$ cat config.mk
export PLATFORM = sky130hd
export DESIGN_NAME = ring_region_allocator_top
export DESIGN_NICKNAME = d
export VERILOG_FILES = /design/src/rra_pkg.sv /design/src/rra_ctrl.sv /design/src/rra_datapath.sv /design/src/ring_region_allocator_top.sv
export SDC_FILE = /design/constraint.sdc
export NUM_CORES = 1
export LEC_CHECK = 0
export BUFFER_PORTS_ARGS = -buffer_cell sky130_fd_sc_hd__buf_2
export CORE_MARGIN = 5
export CORE_UTILIZATION = 30
export CTS_BUF_LIST = sky130_fd_sc_hd__clkbuf_16
export CTS_CLUSTER_DIAMETER = 40
export DETAILED_ROUTE_END_ITERATION = 12
export PLACE_DENSITY_LB_ADDON = 0.2
export SLEW_MARGIN = 20
export SYNTH_ARGS = -nofsm -noshare
export SYNTH_HDL_FRONTEND = slang
export SYNTH_SLANG_ARGS = --single-unit
export TNS_END_PERCENT = 5
$ cat constraint.sdc
create_clock -name clk -period 14.51 [get_ports clk]
set_clock_uncertainty 0.05 [all_clocks]
set_input_delay 2.902 -clock clk [delete_from_list [all_inputs] [get_ports clk]]
set_output_delay 2.902 -clock clk [all_outputs]
set_load 0.01 [all_outputs]
$ cat src/rra_pkg.sv
// rra_pkg: shared types and constants of the ring region allocator
// no dependencies; used by rra_ctrl, rra_datapath and the top level
`default_nettype none

package rra_pkg;

  // slot counts, positions and thresholds
  localparam int unsigned W          = 11;
  // largest ring the index logic serves
  localparam int unsigned DEPTH      = 1024;
  localparam logic [W-1:0] DEPTH_W   = W'(DEPTH);
  localparam logic [W-1:0] RESET_SIZE = W'(1024);

  typedef enum logic [2:0] {
    ACT_PALLOC  = 3'd0,
    ACT_PCOMMIT = 3'd1,
    ACT_PWAIT   = 3'd2,
    ACT_PABORT  = 3'd3,
    ACT_CALLOC  = 3'd4,
    ACT_CCOMMIT = 3'd5,
    ACT_CWAIT   = 3'd6,
    ACT_CABORT  = 3'd7
  } action_t;

  typedef enum logic {
    ST_IDLE = 1'b0,
    ST_EXEC = 1'b1
  } state_t;

  // controller to datapath commands
  typedef struct packed {
    logic capture;
    logic execute;
  } ctrl_cmd_t;

endpackage

`default_nettype wire

$ cat src/rra_ctrl.sv
// rra_ctrl: controller fsm, capture one word then run its execute state
// depends on rra_pkg
`default_nettype none

module rra_ctrl (
  input  wire logic               clk,
  input  wire logic               rst_n,
  input  wire logic               start,
  output logic                    busy,
  output rra_pkg::ctrl_cmd_t      cmd
);
  import rra_pkg::*;

  state_t state_r;
  state_t state_nxt;

  always_ff @(posedge clk) begin
    if (!rst_n) begin
      state_r <= ST_IDLE;
    end else begin
      state_r <= state_nxt;
    end
  end

  always_comb begin
    state_nxt = state_r;
    case (state_r)
      ST_IDLE: begin
        if (start) begin
          state_nxt = ST_EXEC;
        end
      end
      ST_EXEC: begin
        state_nxt = ST_IDLE;
      end
      default: begin
        state_nxt = ST_IDLE;
      end
    endcase
  end

  always_comb begin
    cmd.capture = 1'b0;
    cmd.execute = 1'b0;
    busy        = 1'b0;
    case (state_r)
      ST_IDLE: begin
        cmd.capture = start;
      end
      ST_EXEC: begin
        cmd.execute = 1'b1;
        busy        = 1'b1;
      end
      default: begin
        busy = 1'b1;
      end
    endcase
  end

endmodule

`default_nettype wire

$ cat src/rra_datapath.sv
// rra_datapath: ring state registers, alloc/commit/wait logic, result registers
// depends on rra_pkg; driven by rra_ctrl commands
`default_nettype none

module rra_datapath (
  input  wire logic                    clk,
  input  wire logic                    rst_n,
  input  wire rra_pkg::ctrl_cmd_t      cmd,
  input  wire logic [2:0]              in_action,
  input  wire logic [rra_pkg::W-1:0]   in_amount,
  input  wire logic                    cfg_we,
  input  wire logic [rra_pkg::W-1:0]   cfg_wdata,
  output logic                         out_valid,
  output logic [rra_pkg::W-1:0]        out_offset,
  output logic [rra_pkg::W-1:0]        out_granted,
  output logic                         out_pending,
  output logic                         out_producer_signal,
  output logic                         out_consumer_signal,
  output logic [rra_pkg::W-1:0]        out_free_slots,
  output logic [rra_pkg::W-1:0]        out_filled_slots
);
  import rra_pkg::*;

  typedef struct packed {
    logic [W-1:0] off;
    logic [W-1:0] grant;
    logic [W-1:0] pos;
    logic [W-1:0] endp;
  } alloc_res_t;

  function automatic alloc_res_t do_alloc(input logic [W-1:0] pos,
                                          input logic [W-1:0] endp,
                                          input logic [W-1:0] avail,
                                          input logic [W-1:0] size,
                                          input logic [W-1:0] want);
    logic [W-1:0] cap;
    logic [W-1:0] npos;
    logic [W-1:0] nend;
    logic [W-1:0] cap2;
    logic [W:0]   sum;
    alloc_res_t   r;
    cap  = (endp >= pos) ? endp - pos : '0;
    npos = (pos >= size) ? '0 : pos;
    sum  = {1'b0, npos} + {1'b0, avail};
    nend = (sum > {1'b0, size}) ? size : sum[W-1:0];
    cap2 = (nend >= npos) ? nend - npos : '0;
    r.off  = pos;
    r.pos  = pos;
    r.endp = endp;
    if (want <= cap) begin
      r.grant = want;
    end else if (endp == size && cap != '0) begin
      r.grant = cap;
    end else begin
      // refresh the cached end, wrapping at the ring end
      r.off   = npos;
      r.pos   = npos;
      r.endp  = nend;
      r.grant = (want < cap2) ? want : cap2;
    end
    return r;
  endfunction

  logic [W-1:0] ring_size_r;
  logic [W-1:0] prod_pos_r, prod_end_r, cons_pos_r, cons_end_r;
  logic [W-1:0] fill_r, prod_wait_r, cons_wait_r;
  logic [W-1:0] prod_pos_nxt, prod_end_nxt, cons_pos_nxt, cons_end_nxt;
  logic [W-1:0] fill_nxt, prod_wait_nxt, cons_wait_nxt;

  logic [2:0]   action_r;
  logic [W-1:0] amount_r;

  logic         valid_r;
  logic [W-1:0] offset_r, granted_r, free_r, filled_r;
  logic         pending_r, psig_r, csig_r;
  logic [W-1:0] offset_nxt, granted_nxt;
  logic         pending_nxt, psig_nxt, csig_nxt;

  logic [W-1:0] size, fc, freec, amt_cl, n_p, n_c, cap_p, cap_c;
  alloc_res_t   pa, ca;

  always_comb begin
    size = ring_size_r;
    if (size == '0) begin
      size = W'(1);
    end else if (size > DEPTH_W) begin
      size = DEPTH_W;
    end
    fc     = (fill_r > size) ? size : fill_r;
    freec  = size - fc;
    amt_cl = (amount_r < size) ? amount_r : size;
    cap_p  = (prod_end_r >= prod_pos_r) ? prod_end_r - prod_pos_r : '0;
    cap_c  = (cons_end_r >= cons_pos_r) ? cons_end_r - cons_pos_r : '0;
    n_p    = (amount_r < cap_p) ? amount_r : cap_p;
    n_c    = (amount_r < cap_c) ? amount_r : cap_c;
    n_c    = (n_c < fc) ? n_c : fc;
    pa     = do_alloc(prod_pos_r, prod_end_r, freec, size, amount_r);
    ca     = do_alloc(cons_pos_r, cons_end_r, fc, size, amount_r);
  end

  always_comb begin
    logic [W:0] fsum;
    fsum          = {1'b0, fc} + {1'b0, n_p};
    prod_pos_nxt  = prod_pos_r;
    prod_end_nxt  = prod_end_r;
    cons_pos_nxt  = cons_pos_r;
    cons_end_nxt  = cons_end_r;
    fill_nxt      = fc;
    prod_wait_nxt = prod_wait_r;
    cons_wait_nxt = cons_wait_r;
    offset_nxt    = '0;
    granted_nxt   = '0;
    pending_nxt   = 1'b0;
    psig_nxt      = 1'b0;
    csig_nxt      = 1'b0;
    case (action_t'(action_r))
      ACT_PALLOC: begin
        prod_pos_nxt = pa.pos;
        prod_end_nxt = pa.endp;
        offset_nxt   = pa.off;
        granted_nxt  = pa.grant;
      end
      ACT_PCOMMIT: begin
        prod_pos_nxt = prod_pos_r + n_p;
        fill_nxt     = (fsum > {1'b0, size}) ? size : fsum[W-1:0];
        offset_nxt   = prod_pos_nxt;
        if (cons_wait_r != '0 && cons_wait_r <= fill_nxt) begin
          csig_nxt      = 1'b1;
          cons_wait_nxt = '0;
        end
      end
      ACT_PWAIT: begin
        pending_nxt   = amt_cl > freec;
        prod_wait_nxt = pending_nxt ? amt_cl : '0;
      end
      ACT_PABORT: begin
        pending_nxt   = prod_wait_r != '0;
        prod_wait_nxt = '0;
      end
      ACT_CALLOC: begin
        cons_pos_nxt = ca.pos;
        cons_end_nxt = ca.endp;
        offset_nxt   = ca.off;
        granted_nxt  = ca.grant;
      end
      ACT_CCOMMIT: begin
        cons_pos_nxt = cons_pos_r + n_c;
        fill_nxt     = fc - n_c;
        offset_nxt   = cons_pos_nxt;
        if (prod_wait_r != '0 && prod_wait_r <= size - fill_nxt) begin
          psig_nxt      = 1'b1;
          prod_wait_nxt = '0;
        end
      end
      ACT_CWAIT: begin
        pending_nxt   = amt_cl > fc;
        cons_wait_nxt = pending_nxt ? amt_cl : '0;
      end
      ACT_CABORT: begin
        pending_nxt   = cons_wait_r != '0;
        cons_wait_nxt = '0;
      end
      default: begin
        pending_nxt = 1'b0;
      end
    endcase
  end

  // input word capture
  always_ff @(posedge clk) begin
    if (cmd.capture) begin
      action_r <= in_action;
      amount_r <= in_amount;
    end
  end

  // ring state; a size write starts a fresh ring
  always_ff @(posedge clk) begin
    if (!rst_n) begin
      ring_size_r <= RESET_SIZE;
      prod_pos_r  <= '0;
      prod_end_r  <= '0;
      cons_pos_r  <= '0;
      cons_end_r  <= '0;
      fill_r      <= '0;
      prod_wait_r <= '0;
      cons_wait_r <= '0;
    end else if (cfg_we) begin
      ring_size_r <= cfg_wdata;
      prod_pos_r  <= '0;
      prod_end_r  <= '0;
      cons_pos_r  <= '0;
      cons_end_r  <= '0;
      fill_r      <= '0;
      prod_wait_r <= '0;
      cons_wait_r <= '0;
    end else if (cmd.execute) begin
      prod_pos_r  <= prod_pos_nxt;
      prod_end_r  <= prod_end_nxt;
      cons_pos_r  <= cons_pos_nxt;
      cons_end_r  <= cons_end_nxt;
      fill_r      <= fill_nxt;
      prod_wait_r <= prod_wait_nxt;
      cons_wait_r <= cons_wait_nxt;
    end
  end

  always_ff @(posedge clk) begin
    if (!rst_n) begin
      valid_r <= 1'b0;
    end else begin
      valid_r <= cmd.execute;
    end
  end

  always_ff @(posedge clk) begin
    if (cmd.execute) begin
      offset_r  <= offset_nxt;
      granted_r <= granted_nxt;
      pending_r <= pending_nxt;
      psig_r    <= psig_nxt;
      csig_r    <= csig_nxt;
      free_r    <= size - fill_nxt;
      filled_r  <= fill_nxt;
    end
  end

  assign out_valid           = valid_r;
  assign out_offset          = offset_r;
  assign out_granted         = granted_r;
  assign out_pending         = pending_r;
  assign out_producer_signal = psig_r;
  assign out_consumer_signal = csig_r;
  assign out_free_slots      = free_r;
  assign out_filled_slots    = filled_r;

endmodule

`default_nettype wire

$ cat src/ring_region_allocator_top.sv
// ring_region_allocator_top: index controller of a single-producer,
// single-consumer ring; instantiates rra_ctrl and rra_datapath, uses rra_pkg
`default_nettype none

// A word is taken at a clock edge with start high and busy low. The
// controller then enters its execute state, in which busy is high and the
// datapath updates the ring state, and the result appears on the out_
// ports for exactly one cycle with out_valid high, starting right after
// the execute cycle. busy is already low in that result cycle, so the
// next word can be taken there. No word is taken in the execute state,
// which the controller enters after every capture. The receiver cannot
// stall, a result must be taken in the cycle it is shown. Writing
// cfg_wdata with cfg_we high sets the ring size and restarts the ring
// (positions, fill count and waits cleared); write it only while idle.
module ring_region_allocator_top (
  input  wire logic                    clk,
  input  wire logic                    rst_n,
  // command side
  input  wire logic                    start,
  output logic                         busy,
  input  wire logic [2:0]              in_action,
  input  wire logic [rra_pkg::W-1:0]   in_amount,
  // ring size register
  input  wire logic                    cfg_we,
  input  wire logic [rra_pkg::W-1:0]   cfg_wdata,
  // result side, one-cycle strobe
  output logic                         out_valid,
  output logic [rra_pkg::W-1:0]        out_offset,
  output logic [rra_pkg::W-1:0]        out_granted,
  output logic                         out_pending,
  output logic                         out_producer_signal,
  output logic                         out_consumer_signal,
  output logic [rra_pkg::W-1:0]        out_free_slots,
  output logic [rra_pkg::W-1:0]        out_filled_slots
);
  import rra_pkg::*;

  ctrl_cmd_t cmd;

  // sequencing: idle -> execute -> idle
  rra_ctrl u_ctrl (
    .clk   (clk),
    .rst_n (rst_n),
    .start (start),
    .busy  (busy),
    .cmd   (cmd)
  );

  // ring state, allocation and wait logic, result registers
  rra_datapath u_dp (
    .clk                 (clk),
    .rst_n               (rst_n),
    .cmd                 (cmd),
    .in_action           (in_action),
    .in_amount           (in_amount),
    .cfg_we              (cfg_we),
    .cfg_wdata           (cfg_wdata),
    .out_valid           (out_valid),
    .out_offset          (out_offset),
    .out_granted         (out_granted),
    .out_pending         (out_pending),
    .out_producer_signal (out_producer_signal),
    .out_consumer_signal (out_consumer_signal),
    .out_free_slots      (out_free_slots),
    .out_filled_slots    (out_filled_slots)
  );

  // an accepted word runs its execute cycle next, no stale strobe there
  a_accept_exec : assert property (@(posedge clk) disable iff (!rst_n)
    start && !busy |=> busy && !out_valid)
    else $error("accepted word did not enter execute");

  // every execute cycle yields exactly one result strobe
  a_exec_result : assert property (@(posedge clk) disable iff (!rst_n)
    busy |=> out_valid && !busy)
    else $error("execute cycle without result");

  // free and filled slots together never exceed the largest ring
  a_slot_sum : assert property (@(posedge clk) disable iff (!rst_n)
    out_valid |-> ({1'b0, out_free_slots} + {1'b0, out_filled_slots})
                  <= {1'b0, DEPTH_W})
    else $error("free plus filled slots out of range");

  // capture and execute commands never overlap
  a_cmd_excl : assert property (@(posedge clk) disable iff (!rst_n)
    !(cmd.capture && cmd.execute))
    else $error("capture and execute at once");

endmodule

`default_nettype wire
==> results of run 1 <==
layout by cell type, fill, tap and decap left out, types with 67 or more instances in the layout:
cell type,Yosys,routed
ha_1,309,309
buf_2,8,78
nand2_1,171,170
a21oi_1,146,146
nor2_1,116,116
inv_1,219,221
dfxtp_1,90,89
o21ai_0,140,140
nor3_1,69,67
mux2i_1,68,68
layout make-up:
cell class	count	area share, %
Clock buffer	18	2.16
Clock inverter	13	0.582
Inverter	220	3.96
Multi-Input combinational cell	1844	66.9
Sequential cell	151	17.5
Tap cell	837	5.02
Timing Repair Buffer	134	3.89
power by group through the flow:
| stage | sequential [W] | clock, W | combinational (W) |
|---|---|---|---|
| 6_report | 0.000482 | 0.000460 | 0.00153 |
| 5_1_grt | 0.000484 | 0.000485 | 0.00167 |
| 4_1_cts | 0.000482 | 0.000471 | 0.00151 |
| 3_5_place_dp | 0.000491 | 0 | 0.00150 |
| 3_3_place_gp | 0.000491 | 0 | 0.00149 |
| 2_1_floorplan | 0.000495 | 0 | 0.00105 |
per-layer routing:
layer  part of all wire (%)  vias to the layer above
li1                       -                     8698
met5                      0                        -
met1                     46                     8843
met2                     44                      746
met3                    6.4                      162
met4                    3.9                        0
metrics by stage:
stage / instance area (µm²) / hold slack [ns]
6_report: 20800 / 0.457
5_1_grt: 20800 / 0.471
4_1_cts: 20800 / 0.456
3_5_place_dp: 20300 / 0.446
3_3_place_gp: 20300 / 0.447
2_1_floorplan: 18700 / 0.410
cells in the mapped netlist, types with 53 or more instances:
cell | instances | area, µm²
ha_1 | 309 | 3870
inv_1 | 219 | 822
mux2i_1 | 68 | 681
nand2_1 | 171 | 642
edfxtp_1 | 61 | 1830
clkbuf_1 | 54 | 203
nor2b_1 | 53 | 332
xnor2_1 | 53 | 464
nand3_1 | 65 | 325
o21ai_0 | 140 | 701
dfxtp_1 | 90 | 1800
nor3_1 | 69 | 345
a21oi_1 | 146 | 731
nor2_1 | 116 | 435
cell families after synthesis:
| logic type | Yosys count | share of synthesized area (%) |
|---|---|---|
| AOI/OAI and AO/OA | 680 | 25.1 |
| xor gates and xnor gates | 93 | 4.36 |
| adders and majority gates | 322 | 22.1 |
| buffers and inverters | 293 | 6.08 |
| DFF | 151 | 19.4 |
| muxes | 98 | 5.45 |
| and+or+nand+nor | 651 | 17.5 |
final timing paths:
check,to,slack (ns),cells past startpoint
min reg2reg,u_dp.prod_wait_r[8],0.46,2
max,u_dp.out_granted[8],1.17,50
min,u_dp.prod_wait_r[8],0.46,2
max reg2reg,u_dp.out_granted[8],1.17,50
tightest hold or removal path, stage by stage, from the launching register on:
cell	delay (ns)
dfxtp_1	0.33
inv_1	0.05
o22ai_1	0.07
==> impl_metrics.csv, run 1 <==
group,metric,value,unit
sta,slew_headroom,24.2,%
layout,diodes,0,
layout,syn_to_final_growth,11.5,%
die,core-area,0.0617,mm²
logic_synthesis,synth-seq-area-share,19.4,%
routing,drc,0,
setup_path,end_kind,"flop",
layout,multi_input_area,0.0139,mm²
setup_path,slowest_stage,"dfxtp_1",
setup_path,worst-path-max-fanout,16,
layout,drive_above_1_share,9.96,%
power,p_per_area,119,mW/mm²
routing,first_pass_iters,7,
sta,fin_ws,1.17,ns
sta,final.setup.tns,0,ns
layout,num-nets-final,2719,
setup_path,cp.arrival,13.50,ns
power,ir_worst_vdd,103,µV
setup_path,cpMostUsedCell,"ha_1",
layout,stdcell_count,3217,
clock_network,cts-root-buf,"clkbuf_16",
setup_path,cp_top_family,"compound AO/OA/AOI/OAI gates",
global_routing,grtUsageMet2,36.7,%
routing,viasPerCell,5.73,
job,max_cap_viol_count,0,
min_path,hp-class,"flop to flop",
setup_path,worstReg2RegStart,"u_dp.ring_size_r[10]",
clock_network,clk_latency,0.49,ns
logic_synthesis,syn_inst,2288,
clock_network,cts_buffer_depth,2,
routing,drtIter0Drc,1667,
clock_network,cts_tree,"done",
routing,wl_per_cell,24.9,µm
setup_path,worst-path-buf-inv,8,
clock_network,htreeDepth,4,
sta,setup_viol,0,
sta,fmax,0.0750,GHz
layout,final_util,33.8,%
global_routing,grt_usage,23.0,%
setup_path,critPathLaunchType,"flop",
routing,final_antenna_net_count,0,
global_routing,busiest_layer,"met2",
layout,num-fill-cells,6519,
sta,slew_viol_final,0,
die,die_w,260,µm
setup_path,required,14.67,ns
run_status,status,"finished, final reports clean",
global_routing,grt_pass1_vias,17600,
min_path,worstHoldStart,"u_dp.prod_wait_r[8]",
global_routing,grt_pass1_wl,116,mm
logic_synthesis,syn_area,0.0187,mm²
global_routing,antenna_found_initial,1,
logic_synthesis,async_reset_ff_share,0,%
clock_network,clock_sinks,151,
clock_network,holdBufCountCts,0,
placement,numPortBuffers,77,
die,dieArea,0.0674,mm²
clock_network,post_cts_buffers,0,
sta,finalCritPeriodShare,91.9,%
sta,rsz0062_at_grt,"false",
logic_synthesis,ys_ff_latch,151,
placement,dp_hpwl,63.9,mm
logic_synthesis,ys.flop_type,"dfxtp_1",
logic_synthesis,ys_types,87,
clock_network,cts.clk_slew.worst_paths,0.07,ns
global_routing,grt_use_met3,2.82,%
layout,regArea,0.00364,mm²
global_routing,grt_max_degree,53,
setup_path,crit_type,"flop to flop",
routing,num_vias,18400,
power,p_clk_share,18.6,%
setup_path,cp-startpoint,"u_dp.ring_size_r[10]",
logic_synthesis,syn_avg_cell_area,8.17,µm²
power,seq_power_share,19.5,%
die,start_util,30.3,%
power,p_int,0.00129,W
power,switching_share,47.7,%
sta,fin_crit,13.34,ns
die,die_h,260,µm
clock_network,cts_buffers,17,
logic_synthesis,synth_edf_count,61,
placement,place_inst,3185,
power,p_total,0.00247,W
placement,place_ws,1.31,ns
sta,hold_violations,0,
power,p_switching,0.00118,W
routing,drt_wl_total,80.0,mm
logic_synthesis,yosys_warnings,0,
power,p_leak,9.11,nW
placement,gp_congestion,0.989,
logic_synthesis,synth_nets,2639,
die,rows,91,
global_routing,met1_usage,31.8,%
power,combPwrFrac,61.9,%
setup_path,cpPeakStageDelay,0.87,ns
sta,tightestPinTransition,1.11,ns
clock_network,cts-resized-gates,0,
die,io_pins,78,
global_routing,grt_overflow,0,
No activity file was read; power rests on OpenSTA's default activity.
==> inputs of run 2 (changes only) <==
- CORE_UTILIZATION: 30 -> 45
==> impl_metrics.csv, run 2 (synthesized netlist as in run 1, its figures left out) <==
group,metric,value,unit
layout,diodes,0,
setup_path,rrSetupSlack,1.83,ns
setup_path,slowest_stage,"o221ai_1",
routing,viasPerCell,6.41,
global_routing,grt_max_degree,66,
sta,setup_viol,0,
placement,numPortBuffers,77,
sta,rsz0062_at_grt,"false",
setup_path,cp.arrival,12.86,ns
placement,gp_congestion,1.03,
clock_network,holdBufCountCts,0,
sta,final.setup.tns,0,ns
power,p_total,0.00240,W
placement,dp_hpwl,59.2,mm
clock_network,clock_sinks,151,
layout,syn_to_final_growth,8.95,%
routing,drc,0,
run_status,status,"finished, final reports clean",
clock_network,post_cts_buffers,0,
setup_path,end_kind,"flop",
clock_network,cts_buffers,17,
die,core-area,0.0410,mm²
setup_path,cpMostUsedCell,"ha_1",
placement,place_ws,2.05,ns
clock_network,cts_tree,"done",
routing,final_antenna_net_count,0,
global_routing,grt_pass1_wl,110,mm
sta,tightestPinTransition,1.10,ns
sta,slew_headroom,24.9,%
setup_path,cpPeakStageDelay,0.85,ns
power,p_per_area,118,mW/mm²
die,dieArea,0.0457,mm²
clock_network,cts_buffer_depth,2,
die,start_util,45.6,%
clock_network,cts.clk_slew.worst_paths,0.07,ns
setup_path,required,14.69,ns
die,rows,74,
setup_path,worst-path-max-fanout,31,
global_routing,grt_pass1_vias,18100,
job,max_cap_viol_count,0,
global_routing,antenna_found_initial,1,
clock_network,clk_latency,0.50,ns
sta,hold_violations,0,
sta,fmax,0.0788,GHz
power,p_leak,9.06,nW
clock_network,htreeDepth,4,
layout,final_cell_mix,"309 x ha_1, 220 x inv_1, 171 x nand2_1",
layout,layout_commonest_cell,"ha_1",
sta,finalCritPeriodShare,87.4,%
min_path,hp-class,"flop to flop",
layout,drive_above_1_share,9.65,%
layout,num-fill-cells,3976,
die,die_h,214,µm
die,io_pins,78,
layout,num-nets-final,2712,
sta,whs,0.471,ns
routing,wl_per_cell,25.8,µm
setup_path,crit_type,"flop to flop",
global_routing,grt_overflow,0,
sta,fin_ws,1.83,ns
routing,first_pass_iters,6,
die,die_w,214,µm
clock_network,cts-resized-gates,0,
global_routing,grt_usage,32.2,%
placement,post_dp_cell_area,0.0198,mm²
routing,num_vias,18600,
layout,fin_area,0.0204,mm²
power,ir_worst_vdd,113,µV
routing,drt_wl_total,74.8,mm
setup_path,critPathLaunchType,"flop",
sta,slew_viol_final,0,
clock_network,cts-root-buf,"clkbuf_16",
routing,drtIter0Drc,1902,
sta,fin_crit,12.68,ns
## run 2: changes by cell type in the layout (fill, tap and decap cells not counted), moves of 2 or more
cell | previous run | this run
buf_4 | 56 | 50
clkinv_2 | 0 | 2
inv_6 | 4 | 6
nor2b_1 | 50 | 52
nor2b_2 | 3 | 1
## run 2: layer usage
metal  vias to the layer above  track usage, %  routed length [µm]
met2                       924            50.3               32500
met3                       255            7.01                6460
met1                      8765            41.2               31000
met5                         -               0                  20
li1                       8679               -                   -
met4                         2            18.8                4840
## run 2: area by class of cell
| class | count | area (µm²) | area share [%] |
|---|---|---|---|
| Inverter | 220 | 826 | 4.05 |
| Clock inverter | 15 | 115 | 0.565 |
| Tap cell | 532 | 666 | 3.27 |
| Clock buffer | 17 | 425 | 2.09 |
| Multi-Input combinational cell | 1844 | 13900 | 68.4 |
| Timing Repair Buffer | 127 | 761 | 3.73 |
| Sequential cell | 151 | 3640 | 17.9 |
## run 2: through the flow
stage               utilization, %  std cells
global route                  49.7       2906
floorplan                        -       2288
global placement              48.3       2874
detailed placement            48.3       2874
finish                        49.7       2906
CTS                           49.7       2906
## run 2: path summary, 6_finish.rpt
check / from / to / cells after the start
max: u_dp.ring_size_r[10] / u_dp.out_granted[8] / 49
min: u_dp.prod_wait_r[1] / u_dp.prod_wait_r[1] / 2
max reg2reg: u_dp.ring_size_r[10] / u_dp.out_granted[8] / 49
min reg2reg: u_dp.prod_wait_r[1] / u_dp.prod_wait_r[1] / 2
## run 2: critical path: cells and delay by family (launching register included)
kind                       cells  cell delay (ns)
xor gates and xnor gates       1             0.17
buffers and inverters          7             1.60
AOI/OAI and AO/OA             22             5.58
muxes                          2             0.62
DFF                            1             0.31
and+or+nand+nor               10             1.84
adders and majority gates      7             2.21
## run 2: power breakdown
part | leakage, nW | internal [W] | switching [W] | total, W
Sequential | 1.31 | 0.000468 | 0.0000136 | 0.000481
Combinational | 7.48 | 0.000577 | 0.000913 | 0.00149
Clock | 0.273 | 0.000221 | 0.000212 | 0.000434
Total | 9.06 | 0.00127 | 0.00114 | 0.00240
==> inputs of run 3 (changes only) <==
- BUFFER_PORTS_ARGS: -buffer_cell sky130_fd_sc_hd__buf_2 -> unset
- CTS_CLUSTER_SIZE: unset -> 12
- DONT_BUFFER_PORTS: unset -> 1
- clock period: 14.51 -> 13.3 ns (I/O delays scaled with it)
==> impl_metrics.csv, run 3 (synthesized netlist as in run 1, its figures left out) <==
group,metric,value,unit
power,p_leak,8.81,nW
global_routing,grt_usage,33.0,%
setup_path,crit_type,"flop to flop",
setup_path,end_kind,"flop",
placement,post_dp_cell_area,0.0195,mm²
routing,drt_wl_total,76.9,mm
clock_network,clk_latency,0.50,ns
global_routing,grt_overflow,0,
sta,setup_viol,0,
clock_network,cts_tree,"done",
sta,slew_viol_final,0,
clock_network,cts_buffers,17,
layout,num-fill-cells,4047,
global_routing,grt_pass1_wl,112,mm
placement,numPortBuffers,0,
sta,whs,0.459,ns
clock_network,holdBufCountCts,0,
die,start_util,45.6,%
sta,tightestPinTransition,1.19,ns
layout,multi_input_area,0.0140,mm²
job,max_cap_viol_count,0,
min_path,min_to,"u_dp.cons_wait_r[0]",
routing,wl_per_cell,27.1,µm
layout,final_util,49.0,%
placement,gp_congestion,1.02,
power,ir_worst_vdd,193,µV
routing,drc,0,
setup_path,worstReg2RegStart,"u_dp.ring_size_r[10]",
die,io_pins,78,
sta,fin_crit,12.28,ns
global_routing,antenna_found_initial,1,
layout,layout_commonest_cell,"ha_1",
layout,final_cell_mix,"309 x ha_1, 221 x inv_1, 171 x nand2_1",
sta,finalCritPeriodShare,92.3,%
setup_path,rrSetupSlack,1.02,ns
setup_path,r2r_end,"u_dp.out_granted[10]",
placement,dp_hpwl,61.0,mm
setup_path,reg2regPathDepth,42,
die,die_h,214,µm
global_routing,grt_pass1_vias,17600,
layout,regArea,0.00364,mm²
sta,rsz0062_at_grt,"false",
sta,fmax,0.0814,GHz
min_path,hp-class,"flop to flop",
min_path,hold_depth,2,
sta,slew_headroom,20.7,%
sta,hold_violations,0,
die,die_w,214,µm
run_status,status,"finished, final reports clean",
sta,fin_ws,1.02,ns
routing,num_vias,18400,
layout,drive_above_1_share,6.98,%
setup_path,cpMostUsedCell,"ha_1",
setup_path,slowest_stage,"mux2i_1",
clock_network,post_cts_buffers,0,
setup_path,cpPeakStageDelay,0.72,ns
global_routing,grt_max_degree,67,
die,rows,74,
clock_network,cts_buffer_depth,2,
routing,first_pass_iters,6,
sta,final.setup.tns,0,ns
placement,place_ws,1.03,ns
min_path,worstHoldStart,"u_dp.cons_wait_r[0]",
layout,num-nets-final,2643,
setup_path,critPathLaunchType,"flop",
clock_network,htreeDepth,4,
clock_network,cts-root-buf,"clkbuf_16",
die,dieArea,0.0457,mm²
layout,syn_to_final_growth,7.52,%
power,p_per_area,133,mW/mm²
setup_path,worst-path-max-fanout,22,
layout,fin_area,0.0201,mm²
clock_network,clock_sinks,151,
routing,drtIter0Drc,1759,
clock_network,cts.clk_slew.worst_paths,0.07,ns
die,core-area,0.0410,mm²
setup_path,cp.arrival,12.46,ns
setup_path,required,13.48,ns
routing,final_antenna_net_count,0,
routing,viasPerCell,6.49,
## run 3: worst max path at each step
stage | from | to | cells past startpoint
floorplan | u_dp.ring_size_r[10] | u_dp.out_granted[8] | 54
global placement | u_dp.prod_pos_r[8] | u_dp.out_free_slots[10] | 43
detailed placement | u_dp.prod_pos_r[8] | u_dp.out_free_slots[10] | 41
CTS | u_dp.prod_pos_r[8] | u_dp.out_free_slots[10] | 41
global route | u_dp.prod_pos_r[8] | u_dp.out_free_slots[10] | 41
finish | u_dp.ring_size_r[10] | u_dp.out_granted[10] | 42
## run 3: report_power, final
part	switching, W	internal (W)
clock network	0.000224	0.000276
logic	0.00101	0.000625
registers	0.0000242	0.000511
total	0.00126	0.00141
## run 3: metrics by stage
stage,instances,power [W]
finish,2838,0.00267
global route,2837,0.00284
CTS,2837,0.00264
detailed placement,2805,0.00213
global placement,2805,0.00211
floorplan,2288,0.00169
## run 3: timing repair
item                       CTS  global route
gates resized for setup      0             2
setup endpoints to repair    0             1
hold endpoints to repair     0             0
## run 3: critical path, delay by kind of cell, from the launching register on
kind            cells  cell delay, ns
compound gates     20            5.42
fa+ha+maj           6            1.78
simple gates        9            1.72
mux                 2            1.03
buf+inv             4            0.86
flops               1            0.67
xor+xnor            1            0.40
## run 3: layer usage
layer / routed length (µm) / vias to the layer above / share of wire [%] / GRT usage [%]
li1: - / 8515 / - / -
met1: 32500 / 8816 / 42 / 42.6
met2: 34500 / 888 / 45 / 53.4
met3: 5950 / 209 / 7.7 / 5.81
met4: 4000 / 2 / 5.2 / 16.0
met5: 20 / - / 0.026 / 0
## run 3: area by class of cell
type                    count  area share, %
diodes                      1         0.0124
flip-flops and latches    151           18.1
repair buffers             58           2.17
clock inverters            15          0.772
inverters                 220           4.11
multi-input cells        1844           69.4
clock buffers              17           2.12
well taps                 532           3.31
